## src/rtl/core/b64_pkg.sv

```systemverilog
package b64_pkg;

    // character classes
    localparam logic [1:0] KIND_DATA = 2'd0;
    localparam logic [1:0] KIND_PAD  = 2'd1;
    localparam logic [1:0] KIND_BAD  = 2'd2;

    localparam logic [7:0] PAD_CHAR       = 8'h3D;
    localparam logic [7:0] PLUS_CHAR      = 8'h2B;
    localparam logic [7:0] SLASH_CHAR     = 8'h2F;
    localparam logic [7:0] UPPER_FIRST    = 8'h41;
    localparam logic [7:0] UPPER_LAST     = 8'h5A;
    localparam logic [7:0] LOWER_FIRST    = 8'h61;
    localparam logic [7:0] LOWER_LAST     = 8'h7A;
    localparam logic [7:0] DIGIT_FIRST    = 8'h30;
    localparam logic [7:0] DIGIT_LAST     = 8'h39;
    localparam logic [5:0] LOWER_BASE     = 6'd26;
    localparam logic [5:0] DIGIT_BASE     = 6'd52;
    localparam logic [5:0] PLUS_VALUE     = 6'd62;
    localparam logic [5:0] SLASH_VALUE    = 6'd63;

    typedef struct packed {
        logic [1:0] kind;
        logic [5:0] val;
    } t_class;

    // one unit of work for the back end: an error or a decoded group
    typedef struct packed {
        logic [23:0] word;
        logic [1:0]  nbytes;
        logic        err;
        logic        last;
        logic        nul;
    } t_job;

    typedef struct packed {
        logic full;
        logic empty;
    } t_qstat;

    function automatic t_class b64_classify(input logic [7:0] ch);
        t_class r;
        logic [7:0] d;
        r.kind = KIND_BAD;
        r.val  = '0;
        d      = '0;
        if (ch inside {[UPPER_FIRST:UPPER_LAST]}) begin
            d      = ch - UPPER_FIRST;
            r.kind = KIND_DATA;
            r.val  = d[5:0];
        end else if (ch inside {[LOWER_FIRST:LOWER_LAST]}) begin
            d      = ch - LOWER_FIRST;
            r.kind = KIND_DATA;
            r.val  = d[5:0] + LOWER_BASE;
        end else if (ch inside {[DIGIT_FIRST:DIGIT_LAST]}) begin
            d      = ch - DIGIT_FIRST;
            r.kind = KIND_DATA;
            r.val  = d[5:0] + DIGIT_BASE;
        end else if (ch == PLUS_CHAR) begin
            r.kind = KIND_DATA;
            r.val  = PLUS_VALUE;
        end else if (ch == SLASH_CHAR) begin
            r.kind = KIND_DATA;
            r.val  = SLASH_VALUE;
        end else if (ch == PAD_CHAR) begin
            r.kind = KIND_PAD;
        end
        return r;
    endfunction

endpackage

```

## src/rtl/core/b64_if.sv

```systemverilog
interface b64_char_if;
    logic       valid;
    logic       ready;
    logic [7:0] ch;
    logic       last_char;

    modport source (output valid, ch, last_char, input ready);
    modport sink   (input valid, ch, last_char, output ready);
endinterface

interface b64_byte_if;
    logic       valid;
    logic       ready;
    logic [7:0] data_byte;
    logic       last_byte;
    logic       error;

    modport source (output valid, data_byte, last_byte, error, input ready);
    modport sink   (input valid, data_byte, last_byte, error, output ready);
endinterface

interface b64_cfg_if;
    logic valid;
    logic ready;
    logic append_nul;

    modport source (output valid, append_nul, input ready);
    modport sink   (input valid, append_nul, output ready);
endinterface

```

## src/rtl/core/b64_front.sv

```systemverilog
module b64_front
    import b64_pkg::*;
(
    input  logic        i_clk,
    input  logic        i_rst_n,
    b64_char_if.sink    i_char,
    b64_cfg_if.sink     i_cfg,
    input  t_qstat      i_qstat,
    output logic        o_push,
    output t_job        o_job
);

    logic [17:0] r_buf, n_buf;
    logic [1:0]  r_count, n_count;
    logic [1:0]  r_pad, n_pad;
    logic        r_append_nul;

    t_class      cls;
    logic [1:0]  kind;
    logic        accept;
    logic        is_pad;
    logic [1:0]  pads;

    assign i_cfg.ready  = 1'b1;
    assign i_char.ready = !i_qstat.full;
    assign accept       = i_char.valid && i_char.ready;

    always_comb begin
        cls  = b64_classify(i_char.ch);
        kind = cls.kind;
        if (kind == KIND_PAD && r_count < 2'd2) begin
            kind = KIND_BAD;
        end
        if (kind == KIND_DATA && r_pad != 2'd0) begin
            kind = KIND_BAD;
        end
        is_pad = (kind == KIND_PAD);
        pads   = r_pad + {1'b0, is_pad};

        n_buf   = r_buf;
        n_count = r_count;
        n_pad   = r_pad;
        o_push  = 1'b0;
        o_job   = '0;

        if (accept) begin
            if (kind == KIND_BAD) begin
                // drop the group, report one error
                o_push      = 1'b1;
                o_job.err   = 1'b1;
                o_job.last  = i_char.last_char;
                o_job.nbytes = 2'd1;
                n_buf   = '0;
                n_count = '0;
                n_pad   = '0;
            end else if (r_count != 2'd3) begin
                n_buf   = {r_buf[11:0], cls.val};
                n_count = r_count + 2'd1;
                n_pad   = pads;
                if (i_char.last_char) begin
                    // text ends inside a group
                    o_push       = 1'b1;
                    o_job.err    = 1'b1;
                    o_job.last   = 1'b1;
                    o_job.nbytes = 2'd1;
                    n_buf   = '0;
                    n_count = '0;
                    n_pad   = '0;
                end
            end else begin
                o_push       = 1'b1;
                o_job.word   = {r_buf, cls.val};
                o_job.nbytes = (pads >= 2'd2) ? 2'd1 : 2'd3 - pads;
                o_job.last   = i_char.last_char;
                o_job.nul    = i_char.last_char && r_append_nul;
                n_buf   = '0;
                n_count = '0;
                n_pad   = '0;
            end
        end
    end

    always_ff @(posedge i_clk) begin
        if (!i_rst_n) begin
            r_buf        <= '0;
            r_count      <= '0;
            r_pad        <= '0;
            r_append_nul <= 1'b0;
        end else begin
            r_buf   <= n_buf;
            r_count <= n_count;
            r_pad   <= n_pad;
            if (i_cfg.valid) begin
                r_append_nul <= i_cfg.append_nul;
            end
        end
    end

endmodule

```

## src/rtl/core/b64_queue.sv

```systemverilog
module b64_queue
    import b64_pkg::*;
#(
    parameter int DEPTH = 4
) (
    input  logic   i_clk,
    input  logic   i_rst_n,
    input  logic   i_push,
    input  t_job   i_job,
    input  logic   i_pop,
    output t_qstat o_qstat,
    output t_job   o_head
);

    localparam int PTR_W = (DEPTH > 1) ? $clog2(DEPTH) : 1;
    localparam int CNT_W = $clog2(DEPTH + 1);

    t_job             r_mem [DEPTH];
    logic [PTR_W-1:0] r_wr, r_rd;
    logic [CNT_W-1:0] r_count;

    assign o_qstat.full  = (r_count == CNT_W'(DEPTH));
    assign o_qstat.empty = (r_count == '0);
    assign o_head        = r_mem[r_rd];

    always_ff @(posedge i_clk) begin
        if (i_push) begin
            r_mem[r_wr] <= i_job;
        end
    end

    always_ff @(posedge i_clk) begin
        if (!i_rst_n) begin
            r_wr    <= '0;
            r_rd    <= '0;
            r_count <= '0;
        end else begin
            if (i_push) begin
                r_wr <= (r_wr == PTR_W'(DEPTH - 1)) ? '0 : r_wr + 1'b1;
            end
            if (i_pop) begin
                r_rd <= (r_rd == PTR_W'(DEPTH - 1)) ? '0 : r_rd + 1'b1;
            end
            if (i_push && !i_pop) begin
                r_count <= r_count + 1'b1;
            end else if (i_pop && !i_push) begin
                r_count <= r_count - 1'b1;
            end
        end
    end

endmodule

```

## src/rtl/core/b64_back.sv

```systemverilog
module b64_back
    import b64_pkg::*;
(
    input  logic        i_clk,
    input  logic        i_rst_n,
    input  t_job        i_job,
    input  t_qstat      i_qstat,
    output logic        o_pop,
    b64_byte_if.source  o_byte
);

    logic       r_valid;
    logic [7:0] r_data;
    logic       r_last;
    logic       r_err;
    logic [1:0] r_idx;

    logic [1:0] total_m1;
    logic       load;
    logic [7:0] res_data;
    logic       res_last;
    logic       res_err;

    assign o_byte.valid     = r_valid;
    assign o_byte.data_byte = r_data;
    assign o_byte.last_byte = r_last;
    assign o_byte.error     = r_err;

    always_comb begin
        total_m1 = i_job.err ? 2'd0 : (i_job.nbytes - 2'd1) + {1'b0, i_job.nul};
        load     = (!r_valid || o_byte.ready) && !i_qstat.empty;
        o_pop    = load && (r_idx == total_m1);

        res_data = '0;
        res_last = 1'b0;
        res_err  = 1'b0;
        if (i_job.err) begin
            res_err  = 1'b1;
            res_last = i_job.last;
        end else if (r_idx < i_job.nbytes) begin
            case (r_idx)
                2'd0:    res_data = i_job.word[23:16];
                2'd1:    res_data = i_job.word[15:8];
                2'd2:    res_data = i_job.word[7:0];
                default: res_data = '0;
            endcase
            res_last = i_job.last && !i_job.nul && (r_idx == i_job.nbytes - 2'd1);
        end else begin
            // terminator after the final group
            res_last = 1'b1;
        end
    end

    always_ff @(posedge i_clk) begin
        if (load) begin
            r_data <= res_data;
            r_last <= res_last;
            r_err  <= res_err;
        end
    end

    always_ff @(posedge i_clk) begin
        if (!i_rst_n) begin
            r_valid <= 1'b0;
            r_idx   <= '0;
        end else begin
            if (load) begin
                r_valid <= 1'b1;
                r_idx   <= o_pop ? 2'd0 : r_idx + 2'd1;
            end else if (o_byte.ready) begin
                r_valid <= 1'b0;
            end
        end
    end

endmodule

```

## src/rtl/core/base64_decoder.sv

```systemverilog
// Streaming Base64 decoder, standard alphabet with '=' padding.
// i_char takes one character per transfer; last_char marks the end of the text.
// o_byte gives one result per transfer: a decoded byte, or an error result
// (data_byte zero, error set) for a bad character or a text that ends inside
// a group. last_byte marks the final result of a text.
// i_cfg writes append_nul; when set, a zero byte follows the data of a
// complete final group. Write it only while the decoder is idle.
// Throughput: one character per cycle in while the queue has room, one result
// per cycle out while the receiver is ready. A group of four characters yields
// three bytes (one or two with padding), so a stream of full groups never backs
// up. A group passes through the group queue, then the output register.
// A receiver stall fills the QUEUE_DEPTH-entry group queue, after which
// i_char.ready drops; nothing is lost. Reset clears the partial group, the
// queue, the output register and append_nul.
module base64_decoder
    import b64_pkg::*;
#(
    parameter int QUEUE_DEPTH = 4
) (
    input  logic        i_clk,
    input  logic        i_rst_n,
    b64_char_if.sink    i_char,
    b64_cfg_if.sink     i_cfg,
    b64_byte_if.source  o_byte
);

    logic   push, pop;
    t_job   job_in, job_head;
    t_qstat qstat;

    b64_front u_front (
        .i_clk   (i_clk),
        .i_rst_n (i_rst_n),
        .i_char  (i_char),
        .i_cfg   (i_cfg),
        .i_qstat (qstat),
        .o_push  (push),
        .o_job   (job_in)
    );

    b64_queue #(
        .DEPTH (QUEUE_DEPTH)
    ) u_queue (
        .i_clk   (i_clk),
        .i_rst_n (i_rst_n),
        .i_push  (push),
        .i_job   (job_in),
        .i_pop   (pop),
        .o_qstat (qstat),
        .o_head  (job_head)
    );

    b64_back u_back (
        .i_clk   (i_clk),
        .i_rst_n (i_rst_n),
        .i_job   (job_head),
        .i_qstat (qstat),
        .o_pop   (pop),
        .o_byte  (o_byte)
    );

endmodule

```

## src/flat_wrapper.sv

```systemverilog
// flat-port wrapper written by rule: the top's interface ports become plain ports
module base64_decoder_flat import b64_pkg::*;
#(
    parameter int QUEUE_DEPTH = 4
)
  (i_clk, i_rst_n, i_char_valid, i_char_ch, i_char_last_char, i_char_ready, i_cfg_valid, i_cfg_append_nul, i_cfg_ready, o_byte_valid, o_byte_data_byte, o_byte_last_byte, o_byte_error, o_byte_ready);
  b64_char_if i_char_i ();
  b64_cfg_if i_cfg_i ();
  b64_byte_if o_byte_i ();
  input  logic i_clk;
  input  logic i_rst_n;
  input wire logic [$bits(i_char_i.valid)-1:0] i_char_valid;
  input wire logic [$bits(i_char_i.ch)-1:0] i_char_ch;
  input wire logic [$bits(i_char_i.last_char)-1:0] i_char_last_char;
  output wire logic [$bits(i_char_i.ready)-1:0] i_char_ready;
  input wire logic [$bits(i_cfg_i.valid)-1:0] i_cfg_valid;
  input wire logic [$bits(i_cfg_i.append_nul)-1:0] i_cfg_append_nul;
  output wire logic [$bits(i_cfg_i.ready)-1:0] i_cfg_ready;
  output wire logic [$bits(o_byte_i.valid)-1:0] o_byte_valid;
  output wire logic [$bits(o_byte_i.data_byte)-1:0] o_byte_data_byte;
  output wire logic [$bits(o_byte_i.last_byte)-1:0] o_byte_last_byte;
  output wire logic [$bits(o_byte_i.error)-1:0] o_byte_error;
  input wire logic [$bits(o_byte_i.ready)-1:0] o_byte_ready;
  assign i_char_i.valid = i_char_valid;
  assign i_char_i.ch = i_char_ch;
  assign i_char_i.last_char = i_char_last_char;
  assign i_char_ready = i_char_i.ready;
  assign i_cfg_i.valid = i_cfg_valid;
  assign i_cfg_i.append_nul = i_cfg_append_nul;
  assign i_cfg_ready = i_cfg_i.ready;
  assign o_byte_valid = o_byte_i.valid;
  assign o_byte_data_byte = o_byte_i.data_byte;
  assign o_byte_last_byte = o_byte_i.last_byte;
  assign o_byte_error = o_byte_i.error;
  assign o_byte_i.ready = o_byte_ready;
  base64_decoder #(.QUEUE_DEPTH(QUEUE_DEPTH)) u_core (.i_clk(i_clk), .i_rst_n(i_rst_n), .i_char(i_char_i), .i_cfg(i_cfg_i), .o_byte(o_byte_i));
endmodule
```

## config.mk

```make
export PLATFORM = sky130hd
export DESIGN_NAME = base64_decoder_flat
export DESIGN_NICKNAME = d
export VERILOG_FILES = /design/src/rtl/core/b64_pkg.sv /design/src/rtl/core/b64_if.sv /design/src/rtl/core/b64_front.sv /design/src/rtl/core/b64_queue.sv /design/src/rtl/core/b64_back.sv /design/src/rtl/core/base64_decoder.sv /design/src/flat_wrapper.sv
export SDC_FILE = /design/constraint.sdc
export NUM_CORES = 1
export LEC_CHECK = 0
export ABC_AREA = 1
export ABC_CLOCK_PERIOD_IN_PS = 8200
export BUFFER_PORTS_ARGS = -buffer_cell sky130_fd_sc_hd__clkbuf_2
export CORE_UTILIZATION = 30
export CTS_CLUSTER_SIZE = 40
export DETAILED_ROUTE_END_ITERATION = 6
export PLACE_DENSITY = 0.57
export SETUP_SLACK_MARGIN = 0.05
export SLEW_MARGIN = 40
export SYNTH_ARGS = -nofsm -noshare
export SYNTH_HDL_FRONTEND = slang
export SYNTH_HIERARCHICAL = 1
export SYNTH_SLANG_ARGS = --single-unit
```

## constraint.sdc

```tcl
create_clock -name i_clk -period 8.2 [get_ports i_clk]
set_input_delay 0.82 -clock i_clk [delete_from_list [all_inputs] [get_ports i_clk]]
set_output_delay 0.82 -clock i_clk [all_outputs]
set_load 0.005 [all_outputs]
```

==> flow_summary_export.csv <==
group,metric,value,unit
timing,finalSetupViolations,0,
critical_path,crit_required,8.52,ns
die,io_pins,28,
detailed_routing,drt-initial-drc-count,427,
timing,rsz0062_at_grt,"no",
timing,finClkSkew,0.008282,ns
logic_synthesis,ys_dominant_reg_cell,"edfxtp_1",
clocking,cts_hold_buf,0,
critical_path,worstReg2RegEnd,"u_core/u_queue/r_count[2]",
global_route,track_usage,13.29,%
critical_path,cp_cell_sequence,"buf_4 -> inv_2 -> buf_4 -> o21ai_0 -> o22ai_2 -> inv_2 -> ha_1 -> nand2_1 -> xor2_1 -> nor2_1 -> nand3_2 -> inv_1 -> inv_1 -> ha_1 -> inv_1 -> fa_1 -> inv_1 -> nand2_1 -> nand3_1 -> nand2_1 -> inv_1 -> nor2_1",
cells_and_area,fin_cells,1118,
logic_synthesis,ys_seq_area_share,57.26,%
power_and_ir_drop,leakagePower,3.249,nW
die,die_height,163.6,microns
clocking,cts_inserted_buffers,17,
clocking,cts-root-buf,"clkbuf_16",
logic_synthesis,synth-seq-cells,161,
global_route,grt-ovfl-total,0,
global_route,grt_max_degree,60,
clocking,cts_max_path_buffers,2,
power_and_ir_drop,ir_drop,0.1611,mV
timing,hold_viol,0,
die,rows,58,
global_route,first_global_vias,5052,
power_and_ir_drop,p_per_area,280.5,nW/um^2
critical_path,critical_path_class,"reg2reg",
run_status,status,"finished, final reports clean",
critical_path,path_buf_inv,9,
detailed_routing,firstDrtPassIters,5,
timing,slew_viol_final,0,
critical_path,cp-start-kind,"register",
logic_synthesis,synthArstFlopShare,0,%
critical_path,path_delay_family,"buffers and inverters",
logic_synthesis,syn_area,7831,sq um
timing,finalCritPeriodShare,51.14,%
detailed_routing,drt_drc_violations_left,0,
run,maxCapViolations,0,
cells_and_area,design_area,8778,sq um
placement,gp_congestion,0.8346,
clocking,cts_max_level,4,
logic_synthesis,synthCells,760,
critical_path,slowest_stage,"buf_4",
critical_path,ff2ff_path_depth,22,
placement,place_hpwl,11.05,mm
cells_and_area,drive_gt1_share,18.15,%
clocking,cts_resized,0,
critical_path,cpPeakStageDelay,0.67,ns
timing,worst_pin_slew,0.7727,ns
detailed_routing,routed_via_density,4.677,
critical_path,crit_cells,22,
cells_and_area,num-fill-cells,2545,
timing,finalSetupTns,0,ns
timing,worst_slew_margin_rel,48.43,%
clocking,post-cts-setup-buffer-count,0,
clocking,cts_tree,"done",
clocking,insertion_delay,0.42,ns
die,start_util,30.83,%
cells_and_area,diodes,0,
critical_path,cpMostUsedCell,"inv_1",
die,fp.coreArea,25400,sq um
placement,io_buffers,26,
detailed_routing,ant_nets,0,
die,die_w,163.6,microns
timing,period_needed,4.193,ns
global_route,antenna_found_initial,0,
hold_path,min_path_cells,2,
logic_synthesis,syn_nets,800,
cells_and_area,nets,815,
cells_and_area,syn2layout_area_growth,12.09,%
critical_path,critPathArrivalTime,4.51,ns
logic_synthesis,postSynthAreaPerCell,10.30,sq um
critical_path,r2r_setup_slack,4.01,ns
logic_synthesis,synth_top_area_share,48.31,%
clocking,cts.sinks,161,
detailed_routing,vias,5229,
die,dieArea,26750,sq um
logic_synthesis,synth_top_area_cell,"edfxtp_1",
critical_path,path_max_fanout,59,
hold_path,min_to,"u_core/u_front/r_buf[7]",
clocking,clkTransAtPathRegs,0.06,ns
placement,place_area,8193,sq um
detailed_routing,drt_wl_total,16.83,mm
logic_synthesis,synthTopCellsByArea,"edfxtp_1, dfxtp_1, nand2_1",
logic_synthesis,synth_cell_types,36,
logic_synthesis,ys_warn_count,6,
timing,fmax,0.2385,GHz
hold_path,hp-class,"reg2reg",
hold_path,hold_start,"u_core/u_front/r_buf[7]",
global_route,grt_pass1_wl,27.03,mm
logic_synthesis,synth_edf_count,126,
critical_path,end_kind,"register",
placement,dp_cells,1086,
detailed_routing,drt-wirelength-per-cell,15.06,microns
[cell usage after synthesis (18+ instances only)]
cell      count
nand2_1     112
ha_1         24
nor3_1       18
dfxtp_1      35
o22ai_2      20
a21oi_1      23
nand3_1      35
o21ai_0      68
edfxtp_1    126
nor2_1       96
nor2_4       21
inv_1        58
[state kept, by name, indices dropped and copies added (netlist names), 2 cells and up, named ones only]
name and count:
u_core/u_queue/r_mem 116, u_core/u_front/r_buf 18, u_core/u_back/o_byte.data_byte 8, u_core/u_queue/r_count 3, u_core/u_back/r_idx 2, u_core/u_front/r_count 2
u_core/u_front/r_pad 2, u_core/u_queue/r_rd 2, u_core/u_queue/r_wr 2
[worst max-delay path by stage]
stage          slack (ns)                    endpoint
3_5_place_dp         4.07   u_core/u_queue/r_count[1]
2_1_floorplan        4.80  u_core/u_queue/r_mem[0][0]
6_report             4.01   u_core/u_queue/r_count[2]
4_1_cts              4.02   u_core/u_queue/r_count[1]
5_1_grt              3.67   u_core/u_queue/r_count[2]
3_3_place_gp         4.14   u_core/u_queue/r_count[1]
[worst reg2reg max path: cells and delay by family, from the launching register on]
family	cells	cell delay (ns)
AO/OA/AOI/OAI	2	0.43
flip-flops	1	0.31
XOR/XNOR	1	0.19
buffers and inverters	9	1.87
adder cells (fa/ha/maj)	3	0.84
AND/OR/NAND/NOR	7	0.48
[routing by layer]
metal	track usage [%]	up-vias	part of all wire, %
met5	0	-	0
met3	3.149	12	3.6
li1	-	2632	-
met4	3.157	0	0.72
met2	21.67	97	47
met1	17.72	2488	48
[power breakdown]
group	leakage (nW)	switching, mW	internal, mW
Clock	0.276	0.328	0.453
Sequential	1.52	0.0333	0.988
Combinational	1.45	0.447	0.214
[layout by cell type, fill, tap and decap left out, drive strengths merged, types with 2 or more instances in the layout]
master	instances
nand3	39
nand4	10
dfxtp	35
or2	2
a31oi	9
xor2	11
inv	69
bufinv	2
clkinv	6
clkinvlp	3
edfxtp	126
o22ai	30
buf	8
nand2	122
o211ai	3
ha	24
a21oi	26
nor2	127
o21ai	71
clkbuf	44
nor3	18
[per-stage QoR]
| stage | util (%) | hold WS [ns] | total power, mW | worst slack, ns |
|---|---|---|---|---|
| after floorplan | - | 0.4453 | 1.526 | 4.805 |
| after global placement | 32.26 | 0.4552 | 1.692 | 4.144 |
| after detailed placement | 32.26 | 0.4566 | 1.701 | 4.067 |
| after CTS | 34.56 | 0.4669 | 2.485 | 4.023 |
| after global routing | 34.56 | 0.4852 | 2.605 | 3.668 |
| final | 34.56 | 0.4646 | 2.462 | 4.007 |
[cell type report]
cell class,count,area [sq um],share of cell area (%)
Clock inverter,14,156.4,1.782
Multi-Input combinational cell,495,2856,32.54
Tap cell,330,412.9,4.704
Inverter,66,247.7,2.822
Clock buffer,18,429.2,4.889
Sequential cell,161,4486,51.10
Timing Repair Buffer,34,190.2,2.166
[kinds of logic after synthesis]
kind of cell / after synthesis / share of synthesized area, %
adders and majority gates: 25 / 4.090
DFF: 161 / 57.26
AOI/OAI and AO/OA: 140 / 11.60
other: 1 / 0.04789
xor gates and xnor gates: 11 / 1.230
and+or+nand+nor: 318 / 19.51
buffers and inverters: 104 / 6.263
(Power assumes the default switching activity.)
